<file path="src/design/mfl_ram.sv">
// ----------------------------------------------------------------------------
// mfl_ram
// Simple dual-port synchronous RAM: one write port, one read port with a
// registered read.
// ----------------------------------------------------------------------------
`default_nettype none

module mfl_ram #(
  parameter int DEPTH = 64,
  parameter int WIDTH = 32
) (
  input  wire logic                                   clk,
  input  wire logic                                   wr_en,
  input  wire logic [((DEPTH > 1) ? $clog2(DEPTH) : 1)-1:0] wr_addr,
  input  wire logic [WIDTH-1:0]                       wr_data,
  input  wire logic                                   rd_en,
  input  wire logic [((DEPTH > 1) ? $clog2(DEPTH) : 1)-1:0] rd_addr,
  output logic      [WIDTH-1:0]                       rd_data
);

  logic [WIDTH-1:0] mem [DEPTH];

  always_ff @(posedge clk) begin
    if (wr_en) begin
      mem[wr_addr] <= wr_data;
    end
  end

  always_ff @(posedge clk) begin
    if (rd_en) begin
      rd_data <= mem[rd_addr];
    end
  end

endmodule

`default_nettype wire

</file>
<file path="config.mk">
export PLATFORM = sky130hd
export DESIGN_NAME = mfl_ram
export DESIGN_NICKNAME = d
export VERILOG_FILES = /design/src/design/mfl_ram.sv
export SDC_FILE = /design/constraint.sdc
export NUM_CORES = 2
export LEC_CHECK = 0
export ABC_AREA = 1
export BUFFER_PORTS_ARGS = -buffer_cell sky130_fd_sc_hd__buf_2
export CORE_ASPECT_RATIO = 0.9
export CORE_MARGIN = 2
export CORE_UTILIZATION = 35
export CTS_CLUSTER_DIAMETER = 40
export DETAILED_ROUTE_END_ITERATION = 10
export PLACE_DENSITY = 0.5
export SETUP_SLACK_MARGIN = 0.02
export SLEW_MARGIN = 30
export SYNTH_ARGS = -nofsm -noshare
export SYNTH_HDL_FRONTEND = slang
export SYNTH_SLANG_ARGS = --single-unit
</file>
<file path="constraint.sdc">
create_clock -name clk -period 6.95 [get_ports clk]
set_input_delay 1.0425 -clock clk [delete_from_list [all_inputs] [get_ports clk]]
set_output_delay 1.0425 -clock clk [all_outputs]
set_load 0.01 [all_outputs]
</file>
; ---- Word level (Yosys, flattened, before mapping)
; Memories as Yosys holds them, arrays and structs flattened. A register that Yosys moved wholly into a read port is not among the register bits.
; Cells that the tools add are included.
[word_totals]
reg_bits = 0
ramBits = 2048
word_cells = 3
mem_count = 1
[memory_table]
columns = name, depth, width, read_ports, rd_clocked_by_memory_dff, wr, line
row1 = mem, 64, 32, 1, 1, 1, 21  ; logic [WIDTH-1:0] mem [DEPTH];
[op_classes]
mux = 2
[op_table]
columns = operator, count
row1 = $mux 1, 2

; ---- Depth between registers and ports, before layout
[depth]
depth_word = 2
mapped_depth = 13
depth_no_buf = 9

; ---- Worst setup path after synthesis
; No wires, ideal clock.
[synth_path]
path_kind = in2reg
startpoint = in wr_en
endpoint = mem mem[48][0], enable pin
setup_time_ns = 0.502
arrival_time_ns = 4.670
slack_ns = 1.778
path_stages = 3
n_path_buf = 1
path_cell_list = clkbuf_1 > nand4_1 > nor4_1
[synth_via]
elab_chain_len = 2
[synth_lines]
columns = item, line
row1 = start: declaration, 13  ; input wire logic wr_en,
row2 = $mux 1, 24  ; if (wr_en) begin
row3 = $mux 1 (implied by the code), 25  ; mem[wr_addr] <= wr_data;
row4 = end: declaration, 21
; Every way passes these cells.

==> impl_metrics.env <==
export IMPL_syn_to_final_growth_pct=18.47
export IMPL_cts_buffers=328
export IMPL_layout_drive_gt1_share=0.1161
export IMPL_cts_resized=0
export IMPL_wl_met1_um=117400
export IMPL_grt_pass1_wl_um=384300
export IMPL_peakVddDrop_uv=232.9
export IMPL_max_cap_viol_count=0
export IMPL_fin_crit_sh=0.5350
export IMPL_post_cts_setup_buffer_count=0
export IMPL_start_util=0.3523
export IMPL_ys_seq_elements=2080
export IMPL_clock_latency_ns=0.94
export IMPL_ys_seq_area_frac=0.7520
export IMPL_first_pass_iters=6
export IMPL_clockBufferDepth=4
export IMPL_antenna_found_initial=12
export IMPL_cp_arrival_ns=4.49
export IMPL_tns_ns=0
export IMPL_slowest_delay_ns=0.55
export IMPL_clkSinkCount=2080
export IMPL_slowest_stage="buf_16"
export IMPL_drc=0
export IMPL_crit_path_start_kind="input port"
export IMPL_antenna_left=0
export IMPL_crit_type="in -> reg"
export IMPL_drt_initial_drc_count=6388
export IMPL_worst_pin_slew_ns=1.053
export IMPL_avgSynthCellArea_um2=12.27
export IMPL_syn_inst=6769
export IMPL_multiInputGateArea_mm2=0.01877
export IMPL_design_area_mm2=0.09840
export IMPL_regArea_mm2=0.06246
export IMPL_grt_pass1_vias=52760
export IMPL_r2r_start="mem[47][10]"
export IMPL_worstPathRequired_ns=7.72
export IMPL_synth_nets=6816
export IMPL_setup_ws_ns=3.232
export IMPL_hold_path_depth=2
export IMPL_slew_headroom=0.2978
export IMPL_pin_count=79
export IMPL_grt_max_degree=188
export IMPL_core_mm2=0.2358
export IMPL_place_hpwl_um=140900
export IMPL_synth_warnings=0
export IMPL_mostFrequentLayoutCell="nand2_1"
export IMPL_final_max_slew_viol_count=0
export IMPL_ff2ff_path_depth=8
export IMPL_met2_length_um=122200
export IMPL_hold_path_endpoint="mem[49][26]"
export IMPL_num_rows=169
export IMPL_clock_skew_final_ns=0.07026
export IMPL_numPortBuffers=78
export IMPL_rsz0062_at_grt="no"
export IMPL_max_freq_mhz=268.9
export IMPL_h_tree_depth=5
export IMPL_fin_nets=6952
export IMPL_die_h_um=466.1
export IMPL_hold_path_class="in -> reg"
export IMPL_grt_total_usage=0.2182
export IMPL_worstHoldStart="wr_addr[2]"
export IMPL_critPathCaptureType="register"
export IMPL_tritoncts="yes"
export IMPL_hold_viol=0
export IMPL_dr_max_layer_used="met5"
export IMPL_routed_wl_um=266600
export IMPL_die_x_um=517.5
export IMPL_power_density_mw_per_mm2=325.0
export IMPL_routedWlPerCell_um=25.84
export IMPL_viasPerCell=5.318
export IMPL_fin_crit_ns=3.718
export IMPL_post_place_ws_ns=2.547
export IMPL_cts_root_buf="clkbuf_16"
export IMPL_cp_max_fo=164
export IMPL_startpoint="rd_addr[0]"
export IMPL_dpl_cell_area_mm2=0.08744
export IMPL_n_fill_cell=21816
export IMPL_grt_ovfl_total=0
export IMPL_status="complete, no violations"
export IMPL_globalplace_congestion=0.7945
export IMPL_r2r_slack_ns=4.95
export IMPL_crit_path_cell_trace="buf_8 -> inv_16 -> buf_16 -> buf_12 -> nand2_1 -> nand3_1 -> nand3_1 -> nand3_1 -> nand3_1 -> nand2_1 -> nand2_1 -> nand2_1"
export IMPL_clkTransAtPathRegs_ns=0.06
export IMPL_dr_wl_met3_um=19840
export IMPL_dieArea_mm2=0.2412
export IMPL_ctsHoldBuffers=0
export IMPL_r2r_end="rd_data[10]"
export IMPL_p_leak_nw=34.56
export IMPL_synth_area_mm2=0.08306
export IMPL_setup_viol=0
export IMPL_final_cell_mix="nand2_1 (2,248), edfxtp_1 (2,080), nand3_1 (1,907), clkbuf_16 (331), buf_4 (144)"
export IMPL_via_count=54869
export IMPL_synthDistinctLibCells=15
## state kept, by name, indices dropped and copies added (netlist names)
register,flops
mem,2048
rd_data,32
## synth_stat cells
| cell type | instances | area share |
|---|---|---|
| buf_1 | 40 | 0.0018 |
| buf_2 | 282 | 0.017 |
| buf_4 | 45 | 0.0041 |
| buf_6 | 3 | 0.00041 |
| buf_8 | 2 | 0.00036 |
| clkbuf_1 | 77 | 0.0035 |
| edfxtp_1 | 2080 | 0.75 |
| inv_1 | 9 | 0.00041 |
| inv_2 | 2 | 0.000090 |
| inv_4 | 1 | 0.000075 |
| nand2_1 | 2248 | 0.10 |
| nand3_1 | 1907 | 0.11 |
| nand4_1 | 9 | 0.00068 |
| nor2_1 | 56 | 0.0025 |
| nor4_1 | 8 | 0.00060 |
## per-stage QoR
stage	power (mW)	hold slack (ns)	cells	utilization
4_1_cts	32.20	0.6370	10311	0.4171
3_3_place_gp	15.89	0.8468	9723	0.3697
5_1_grt	32.86	0.6835	10313	0.4173
6_report	31.99	0.7071	10318	0.4174
3_5_place_dp	15.89	0.8387	9736	0.3709
2_1_floorplan	15.06	0.7969	6769	-
## metal layers
layer  track usage  up-vias
met1        0.3164    27693
met5             0        -
met2        0.3367     2204
met4       0.06354        4
li1              -    24549
met3       0.03591      419
## critical path, delay by kind of cell
kind          cells  cell delay (ns)
buf+inv           4             1.59
simple gates      8             1.41
## area by class of cell
type                       count  share of cell area
tap                         3163             0.04022
inverter                      12           0.0008519
multi-input combinational   4228              0.1907
antenna                        5           0.0001272
timing repair buffer         255             0.02258
sequential                  2080              0.6348
clock inverter               203             0.02499
clock buffer                 372             0.08574
## power by group
| part | switching [mW] | leakage, nW | internal [mW] |
|---|---|---|---|
| sequential | 0.0461 | 18.7 | 13.9 |
| clock | 5.89 | 5.25 | 10.5 |
| combinational | 1.29 | 10.6 | 0.370 |
| total | 7.22 | 34.6 | 24.8 |
## worst max-delay path by stage
| stage | endpoint | slack (ns) |
|---|---|---|
| floorplan | mem[48][0] | 1.78 |
| global placement | rd_data[10] | 2.55 |
| detailed placement | rd_data[10] | 2.55 |
| CTS | rd_data[10] | 3.53 |
| global route | rd_data[10] | 3.19 |
| finish | rd_data[10] | 3.23 |
## cell families (layout without fill, tap and decap cells)
logic type / count (synthesis) / after routing / synth area share
other: 0 / 5 / 0
buffers and inverters: 461 / 842 / 0.02769
flip-flops: 2080 / 2080 / 0.7520
AND/OR/NAND/NOR: 4228 / 4228 / 0.2203
Note: power is estimated with default switching activity, not from simulation.
