### src/design/mfl_ram.sv
// ----------------------------------------------------------------------------
// mfl_ram
// Simple dual-port synchronous RAM: one write port, one read port with a
// registered read.
// ----------------------------------------------------------------------------
`default_nettype none

module mfl_ram #(
  parameter int DEPTH = 64,
  parameter int WIDTH = 32
) (
  input  wire logic                                   clk,
  input  wire logic                                   wr_en,
  input  wire logic [((DEPTH > 1) ? $clog2(DEPTH) : 1)-1:0] wr_addr,
  input  wire logic [WIDTH-1:0]                       wr_data,
  input  wire logic                                   rd_en,
  input  wire logic [((DEPTH > 1) ? $clog2(DEPTH) : 1)-1:0] rd_addr,
  output logic      [WIDTH-1:0]                       rd_data
);

  logic [WIDTH-1:0] mem [DEPTH];

  always_ff @(posedge clk) begin
    if (wr_en) begin
      mem[wr_addr] <= wr_data;
    end
  end

  always_ff @(posedge clk) begin
    if (rd_en) begin
      rd_data <= mem[rd_addr];
    end
  end

endmodule

`default_nettype wire

### src/design/mfl_lane_table.sv
// ----------------------------------------------------------------------------
// mfl_lane_table
// Per-lane magazine id and fill count, held in a RAM. A per-lane valid bit
// makes an entry never written since reset read as its reset value.
// ----------------------------------------------------------------------------
`default_nettype none

module mfl_lane_table #(
  parameter int LANES  = 4,
  parameter int ID_W   = 7,
  parameter int FILL_W = 5
) (
  input  wire logic                                      clk,
  input  wire logic                                      rst,
  input  wire logic                                      rd_en,
  input  wire logic [((LANES > 1) ? $clog2(LANES) : 1)-1:0] rd_lane,
  output logic      [ID_W-1:0]                           rd_id,
  output logic      [FILL_W-1:0]                         rd_fill,
  input  wire logic                                      wr_en,
  input  wire logic [((LANES > 1) ? $clog2(LANES) : 1)-1:0] wr_lane,
  input  wire logic [ID_W-1:0]                           wr_id,
  input  wire logic [FILL_W-1:0]                         wr_fill
);

  localparam int LANE_W = (LANES > 1) ? $clog2(LANES) : 1;

  logic [LANES-1:0]       written;
  logic                   rd_hit;
  logic [LANE_W-1:0]      rd_lane_q;
  logic [ID_W+FILL_W-1:0] ram_rd_data;

  mfl_ram #(
    .DEPTH (LANES),
    .WIDTH (ID_W + FILL_W)
  ) u_ram (
    .clk     (clk),
    .wr_en   (wr_en),
    .wr_addr (wr_lane),
    .wr_data ({wr_id, wr_fill}),
    .rd_en   (rd_en),
    .rd_addr (rd_lane),
    .rd_data (ram_rd_data)
  );

  always_ff @(posedge clk) begin
    if (rst) begin
      written <= '0;
    end else if (wr_en) begin
      written[wr_lane] <= 1'b1;
    end
  end

  always_ff @(posedge clk) begin
    if (rd_en) begin
      rd_hit    <= written[rd_lane];
      rd_lane_q <= rd_lane;
    end
  end

  // Unwritten lane i holds id i with an empty magazine
  assign rd_id   = rd_hit ? ram_rd_data[ID_W+FILL_W-1:FILL_W] : ID_W'(rd_lane_q);
  assign rd_fill = rd_hit ? ram_rd_data[FILL_W-1:0] : '0;

endmodule

`default_nettype wire

### config.mk
export PLATFORM = sky130hd
export DESIGN_NAME = mfl_lane_table
export DESIGN_NICKNAME = d
export VERILOG_FILES = /design/src/design/mfl_ram.sv /design/src/design/mfl_lane_table.sv
export SDC_FILE = /design/constraint.sdc
export NUM_CORES = 1
export LEC_CHECK = 0
export CORE_MARGIN = 2
export CORE_UTILIZATION = 31
export DETAILED_ROUTE_END_ITERATION = 10
export DONT_BUFFER_PORTS = 1
export GPL_ROUTABILITY_DRIVEN = 0
export PLACE_DENSITY = 0.41
export SYNTH_ARGS = -nofsm -noshare
export SYNTH_HDL_FRONTEND = slang
export SYNTH_SLANG_ARGS = --single-unit
### constraint.sdc
create_clock -name clk -period 2.6 [get_ports clk]
set_input_delay 0.26 -clock clk [delete_from_list [all_inputs] [get_ports clk]]
set_output_delay 0.26 -clock clk [all_outputs]
set_load 0.01 [all_outputs]
-- Word level (Yosys, flattened, before mapping)
Memories as Yosys holds them, arrays and structs flattened. A register that Yosys moved wholly into a read port is not among the register bits.
Cells that the tools add are included.
- bits in registers: 7
- output and inout bits: 12
- memories kept: 1
- input port bits: 20
- logic and storage cells: 17
- RAM bits: 48
- magnitude comparators: 3
- bitwise gates (word level): 1
- mux-type cells: 8
- reductions and logical operators: 1
- memories (name ; depth ; width ; read ports ; clocked after Yosys merged registers in ; write ports ; RTL line ; RTL):
    u_ram.mem ; 4 ; 12 ; 1 ; 1 ; 1 ; mfl_ram.sv:21 ; logic [WIDTH-1:0] mem [DEPTH];
- operator list (kind ; number):
    7-bit 2-to-1 mux ; 1
    2-bit by 3-bit < comparator with 1-bit output, second input constant ; 2
    5-bit 2-to-1 mux ; 1
    1-bit 2-to-1 mux ; 4
    4-bit OR ; 1
    1-bit binary-select mux with 2-bit select ; 1
    1-bit demux with 2-bit select ; 1
    2-bit by 1-bit >= comparator with 1-bit output, second input constant ; 1
    1-bit logical AND ; 1

-- Logic depth before layout (Yosys ltp)
Gate-level depths: netlist of the first run.
- depth after elaboration: 5
- mapped depth: 2

-- Cells and area by module
A second synthesis of the first run with hierarchy kept.
- cell total of the unflattened synthesis: 110
- area, all modules: 2468.6 um2
- by module, submodules not included (module ; cells an instance ; instances ; seq. area each (um2) ; area each (um2)):
    mfl_ram ; 78 ; 1 ; 1801.7 ; 2127.0
    mfl_lane_table ; 32 ; 1 ; 170.2 ; 341.6

-- Worst setup path after synthesis of the first run
OpenSTA, ideal clock, no wires.
- path kind: input port to flip-flop
- from: input port wr_lane[0] (netlist bit)
- to: memory u_ram.mem[0][0] (netlist bit) (enable)
- arrival: 1.280 ns
- path buffers: 0
- path slack: 0.919 ns
- cell stages on the path: 1
- required time: 2.198 ns
- cells stage by stage: nor3b_1
- RTL lines (element ; RTL line ; RTL):
    start, declared ; mfl_lane_table.sv:20 ; input wire logic [((LANES > 1) ? $clog2(LANES) : 1)-1:0] wr_lane,
    end, declared ; mfl_ram.sv:21 ;
No word-level cell before the write port.

-- Worst setup path after layout of the first run
- from: register rd_hit
- to: output port rd_id[1]
- longest elaborated chain between the ends: 1
- RTL lines (element ; RTL line ; RTL):
    start, declared ; mfl_lane_table.sv:28 ; logic rd_hit;
    start signal, assigned ; mfl_lane_table.sv:55 ; rd_hit <= written[rd_lane];
    7-bit 2-to-1 mux ; mfl_lane_table.sv:61 ; assign rd_id = rd_hit ? ram_rd_data[ID_W+FILL_W-1:FILL_W] : ID_W'(rd_lane_q);
    end, declared ; mfl_lane_table.sv:17 ; output logic [ID_W-1:0] rd_id,
Every way passes these cells.

==> summary.txt, run 1 <==
Routing
  • DRC: 0
  • Final Routed Wirelength: roughly 4300 um
  • Antenna Nets Post-Route: 0
  • First-pass DRT Iterations: 4
  • WL per Instance: between 15 and 20 um
  • Via count: ~1100
  • Initial drt markers: 58
  • Vias per cell: approximately 4.4

Clocking
  • Reg clk slew, reported paths: roughly 70 ps
  • Clk_lat worst skew: 330 ps
  • Max Root-Sink Buffers: 2
  • CTS root buf: clkbuf_8
  • Resize count post-CTS: 0
  • H-tree Lvls: 3
  • CTS Sinks: between 60 and 70
  • CTS tree: done
  • Total CTS buffers: 9

Global route
  • Number of global-route vias before repair: around 1200
  • Initial antenna violation count: 0
  • Largest net degree at the start of global routing: 16
  • Gr ovfl total: 0
  • First-pass GRT wire length: 6620 um
  • GRT Util Overall: between 10% and 20%

Layout
  • Layout net count: between 150 and 200
  • Ratio of cells with drive above 1 in the final layout: roughly 18%
  • Antenna Cells: 0
  • Area added between synthesis and finish: 19.6%

Timing
  • Tmin final: around 1600 ps
  • Final setup fails: 0
  • Fin crit share: between 60% and 70%
  • Fin Setup TNS: 0 ps
  • Unrepaired setup endpoints after global routing: false
  • Hold Vio Cnt, Final: 0
  • Relative slew slack: about 53%
  • Fmax: 615 MHz
  • Max Slew Vio Count: 0
  • Worst slew pin tran: about 700 ps
  • Final clock skew: 3.74 ps

Synthesis
  • Main flop type after synthesis: edfxtp_1
  • Post-synthesis sequential area ratio: between 80 and 90%
  • Cell taking the most area after synthesis: edfxtp_1
  • Post-synth EDFFs: 63
  • Library cells used by synthesis: 18
  • Cell with the most instances after synthesis: edfxtp_1
  • Yosys warnings: 0
  • Register bit total from synthesis: 67
  • Ranking of synthesized cells by area: edfxtp_1, mux4_2, mux4_1
  • Cells after synthesis: 106
  • Most frequent cells after synthesis: edfxtp_1, and2_1, mux4_2
  • FFs w/ async S/R, synth: 0%
  • Top cell type's share of synthesized area: between 70% and 80%
  • Mean Syn Cell Area: 23.2 um^2
  • Post-synthesis cell area: 2460 um^2
  • Synthesized net count: between 100 and 150

Hold path
  • Hold Crit Start: wr_id[5]
  • Worst hold path class: primary input to flop

Power
  • P_int: 1.64 mW
  • Clk pwr share: roughly a third
  • IR drop worst, VDD: 0.000306 V
  • Sequential Power Share: 61.6%
  • Switching share of power: between 10% and 20%
  • Switching power: about 0.41 mW
  • Combinational power share: 5.1%
  • Design Power: ~2.1 mW
  • Power per cell area: around 700 nW/um^2
  • Leak: around 0.97 nW

Die
  • Core Region: between 7000 and 8000 um^2
  • # rows: 32
  • I/O pins: 32
  • Die height: roughly 93 um
  • Initial core utilization: 32.0%
  • Die W: approximately 93 um
  • Die ar.: approximately 8700 um^2

Setup path
  • Worst-path cell chain: mux2_2
  • Reg2reg start: u_ram.mem[1][0]
  • CP Max Fanout: 12
  • Max stage delay on crit path: slightly above 600 ps
  • CP bufs+invs: 0
  • Required time worst endpoint: roughly 2300 ps
  • Worst EP arrival: around 1400 ps
  • CP max stage cell: edfxtp_1
  • CP top delay family: flip-flops
  • CP startpoint kind: flop
  • Critical path capture point type: output pin
  • Worst Setup Path Type: flop to output pin
  • Crit. Startpoint: rd_hit

Flow run
  • Max-cap violations: 0

Placed design
  • Port Buf Inserts: 0

Status
  • Status: completed
-- routing by layer --
metal	GRT usage, %	share of wire (%)	vias to the layer above
met5	0	0	-
met4	5.88	2.3	0
met3	4.11	5.1	8
met2	20.4	55	26
met1	11.2	38	550
li1	-	-	495
-- cell usage in the layout, fill, tap and decap left out --
cell type and count:
mux4_2 9, clkbuf_8 9, inv_1 2, and3_1 1
a21oi_1 1, buf_4 1, nor2_1 1, and2_1 10
clkinv_1 4, edfxtp_1 63, and3b_1 1, dlygate4sd3_1 21
mux2_2 2, nand3b_1 1, o21ba_2 2, nor3b_2 1
a31oi_1 1, dfxtp_1 4, mux4_1 4, clkinv_2 1
clkbuf_1 2
-- state kept, by name, summed over array words and instances, names as in the netlist --
| signal | flops |
|---|---|
| rd_hit | 1 |
| u_ram.rd_data | 12 |
| written | 4 |
| u_ram.mem | 48 |
| rd_lane_q | 2 |
-- final cells by class --
| class | count | area [um^2] |
|---|---|---|
| fillers | 750 | 4750 |
| multi-input cells | 34 | 463 |
| inverters | 2 | 7.51 |
| well taps | 102 | 128 |
| flip-flops and latches | 67 | 1970 |
| clock buffers | 11 | 131 |
| clock inverters | 5 | 20.0 |
| repair buffers | 22 | 218 |
-- what timing repair did --
item | in CTS | in global routing
endpoints found under the hold margin | 24 | 21
endpoints found under the setup margin | 0 | 0
setup buffers | 0 | 0
hold buffers | 11 | 10
-- power by group through the flow --
stage / sequential, mW / clock (mW) / combinational, mW
after floorplan: 1.28 / 0 / 0.0717
after global placement: 1.29 / 0 / 0.0759
after detailed placement: 1.29 / 0 / 0.0767
after CTS: 1.27 / 0.718 / 0.0933
after global routing: 1.27 / 0.758 / 0.113
final: 1.26 / 0.684 / 0.104
-- metrics by stage --
| stage | hold slack [ps] | std cells | cell area [um^2] | util [%] | setup WS, ps |
|---|---|---|---|---|---|
| after CTS | 0.0218 | 233 | 2840 | 36.9 | 869 |
| final | 21.4 | 243 | 2940 | 38.2 | 974 |
| after global placement | 333 | 206 | 2580 | 33.5 | 1270 |
| after floorplan | 329 | 106 | 2460 | - | 919 |
| after global routing | 0.629 | 243 | 2940 | 38.2 | 875 |
| after detailed placement | 334 | 206 | 2580 | 33.5 | 1240 |
-- cells by family (layout without fill, tap and decap cells) --
kind of cell / after synthesis / count (layout) / share of synthesized area [%]
buffers and inverters: 5 / 40 / 1.12
AO/OA/AOI/OAI: 4 / 4 / 1.27
AND/OR/NAND/NOR: 15 / 15 / 3.92
flip-flops: 67 / 67 / 80.2
multiplexers: 15 / 15 / 13.4
-- final timing paths --
check,end,slack (ps),depth (start not counted)
max,rd_id[1],970,1
min,u_ram.mem[3][10],20,0
max reg2reg,u_ram.rd_data[0],1470,1
min reg2reg,written[1],460,2
Power figures use the tool's default switching activity.
==> run 2, diff against run 1 <==
==> constraint.sdc (replaced) <==
create_clock -name clk -period 1.5 [get_ports clk]
set_input_delay 0.15 -clock clk [delete_from_list [all_inputs] [get_ports clk]]
set_output_delay 0.15 -clock clk [all_outputs]
set_load 0.01 [all_outputs]
==> summary.txt, run 2 (synthesis results as in run 1) <==
Timing
  • Final clock skew: 8.59 ps (+4.85 ps)
  • Fmax: ~800 MHz
  • Final worst slack: 223 ps (-751 ps)
  • Fin Setup TNS: 0 ps (unchanged)
  • Fin crit share: approximately 85%
  • Unrepaired setup endpoints after global routing: false
  • Hold Vio Cnt, Final: 0 (unchanged)
  • Worst slew pin tran: 750 ps (+45.3 ps)
  • Tmin final: ~1300 ps
  • Max Slew Vio Count: 0 (unchanged)
  • Final setup fails: 0 (unchanged)
  • Relative slew slack: 49.8% (-3.2 points)

Layout
  • Leading cell type in the layout, fill and taps excluded: edfxtp_1
  • Post-route cell area: 2930 um^2 (-0.17%)
  • Max FFs per register: 48 (unchanged)
  • Biggest regs: u_ram.mem: 48 flops, u_ram.rd_data: 12 flops, written: 4 flops
  • Core Util, Final: 38.2% (-0.065 points)
  • Most frequent cells in the layout: edfxtp_1, dlygate4sd3_1, and2_1
  • Biggest register: u_ram.mem
  • Fillers: 726 (-3.2%)
  • Ratio of cells with drive above 1 in the final layout: 20.7% (+3.0 points)
  • Area added between synthesis and finish: 19.4%
  • Antenna Cells: 0 (unchanged)
  • Layout net count: 158 (+1.3%)

Setup path
  • Required time worst endpoint: 1350 ps (-990 ps)
  • Worst Setup Path Type: flop to output pin
  • Worst EP arrival: 1130 ps (-240 ps)
  • Critical path capture point type: output pin
  • CP Max Fanout: 10 (-2)
  • CP startpoint kind: flop

Die
  • Die W: 93.0 um (unchanged)
  • Initial core utilization: 32.0% (unchanged)
  • Core Region: 7690 um^2 (unchanged)
  • Die height: 93.0 um (unchanged)
  • # rows: 32 (unchanged)
  • I/O pins: 32 (unchanged)
  • Die ar.: 8660 um^2 (unchanged)

Clocking
  • H-tree Lvls: 3 (unchanged)
  • Reg clk slew, reported paths: 60 ps (about the same)
  • Total CTS buffers: 9 (unchanged)
  • CTS root buf: clkbuf_8
  • Clk_lat worst skew: 330 ps (about the same)
  • CTS Sinks: 67 (unchanged)
  • Resize count post-CTS: 0 (unchanged)
  • Post-CTS repair timing setup buffer count: 0 (unchanged)
  • CTS tree: done
  • Max Root-Sink Buffers: 2 (unchanged)

Power
  • Sequential Power Share: 62.0% (+0.4 points)
  • Combinational power share: 5.8% (+0.7 points)
  • Power per cell area: 1200 nW/um^2 (+72%)
  • P_int: 2.84 mW (+73%)
  • IR drop worst, VDD: 0.000407 V (+33%)
  • Switching share of power: 19.3% (-0.64 points)
  • Switching power: 0.682 mW (+66%)
  • Leak: 0.971 nW (+0.48%)
  • Clk pwr share: 32.2% (-1.2 points)

Global route
  • Number of global-route vias before repair: 1179 (-2.7%)
  • Largest net degree at the start of global routing: 16 (unchanged)
  • Gr ovfl total: 0 (unchanged)
  • First-pass GRT wire length: 6430 um (-2.9%)
  • GRT Util Overall: 10.8% (-0.43 points)
  • Initial antenna violation count: 0 (unchanged)

Status
  • Status: completed

Placed design
  • Port Buf Inserts: 0 (unchanged)
  • Placed Area: 2620 um^2 (+1.5%)
  • Pre-CTS setup slack: 371 ps (-869 ps)

Routing
  • Vias per cell: 4.53 (+2.0%)
  • Initial drt markers: 61 (+5.2%)
  • WL per Instance: 17.6 um (-0.89%)
  • Antenna Nets Post-Route: 0 (unchanged)
  • First-pass DRT Iterations: 4 (unchanged)
  • DRC: 0 (unchanged)
  • Final Routed Wirelength: 4260 um (-1.3%)
  • Via count: 1096 (+1.6%)

Hold path
  • Worst hold path class: primary input to flop

Flow run
  • Max-cap violations: 0 (unchanged)
[run 2: area by class of cell]
| class | instances | area [um^2] | share of cell area (%) |
|---|---|---|---|
| Timing Repair Buffer | 24 | 225 | 7.68 |
| Tap cell | 102 | 128 | 4.35 |
| Sequential cell | 67 | 1970 | 67.2 |
| Multi-Input combinational cell | 34 | 463 | 15.8 |
| Inverter | 2 | 7.51 | 0.256 |
| Clock buffer | 12 | 135 | 4.61 |
| Clock inverter | 1 | 3.75 | 0.128 |
[run 2: routing by layer]
metal | wire, um | track usage (%) | part of all wire (%)
met4 | 103 | 6.62 | 2.4
met3 | 153 | 3.30 | 3.6
met5 | 0 | 0 | 0
met2 | 2300 | 18.8 | 54
met1 | 1700 | 11.5 | 40
[run 2: final timing paths]
path | end | slack, ps | start | cells after the start
worst max-delay path | rd_fill[3] | 220 | rd_hit | 2
worst min-delay path | written[1] | 30 | wr_lane[0] | 2
worst max register to register | written[3] | 360 | written[3] | 3
worst min register to register | written[1] | 450 | written[1] | 2
[run 2: worst max-delay path, stage by stage, from the launching register on]
cell and delay (ps):
edfxtp_1 430, buf_4 200, and2_1 180
[run 2: metrics by stage]
stage / hold WS, ps / std cells / total power [mW]
global placement: 221 / 211 / 2.37
floorplan: 219 / 106 / 2.34
CTS: 13.8 / 242 / 3.58
detailed placement: 228 / 211 / 2.38
global route: 23.5 / 242 / 3.67
finish: 31.6 / 242 / 3.52
[run 2: power by group through the flow]
| stage | combinational, mW | clock [mW] | sequential, mW |
|---|---|---|---|
| after CTS | 0.210 | 1.18 | 2.19 |
| final | 0.203 | 1.14 | 2.19 |
| after global placement | 0.148 | 0 | 2.22 |
| after detailed placement | 0.148 | 0 | 2.23 |
| after global routing | 0.221 | 1.25 | 2.19 |
| after floorplan | 0.125 | 0 | 2.22 |
[run 2: what timing repair did]
action | CTS | global route
endpoints found under the hold margin | 69 | 0
endpoints found under the setup margin | 0 | 0
hold buffers | 18 | 0
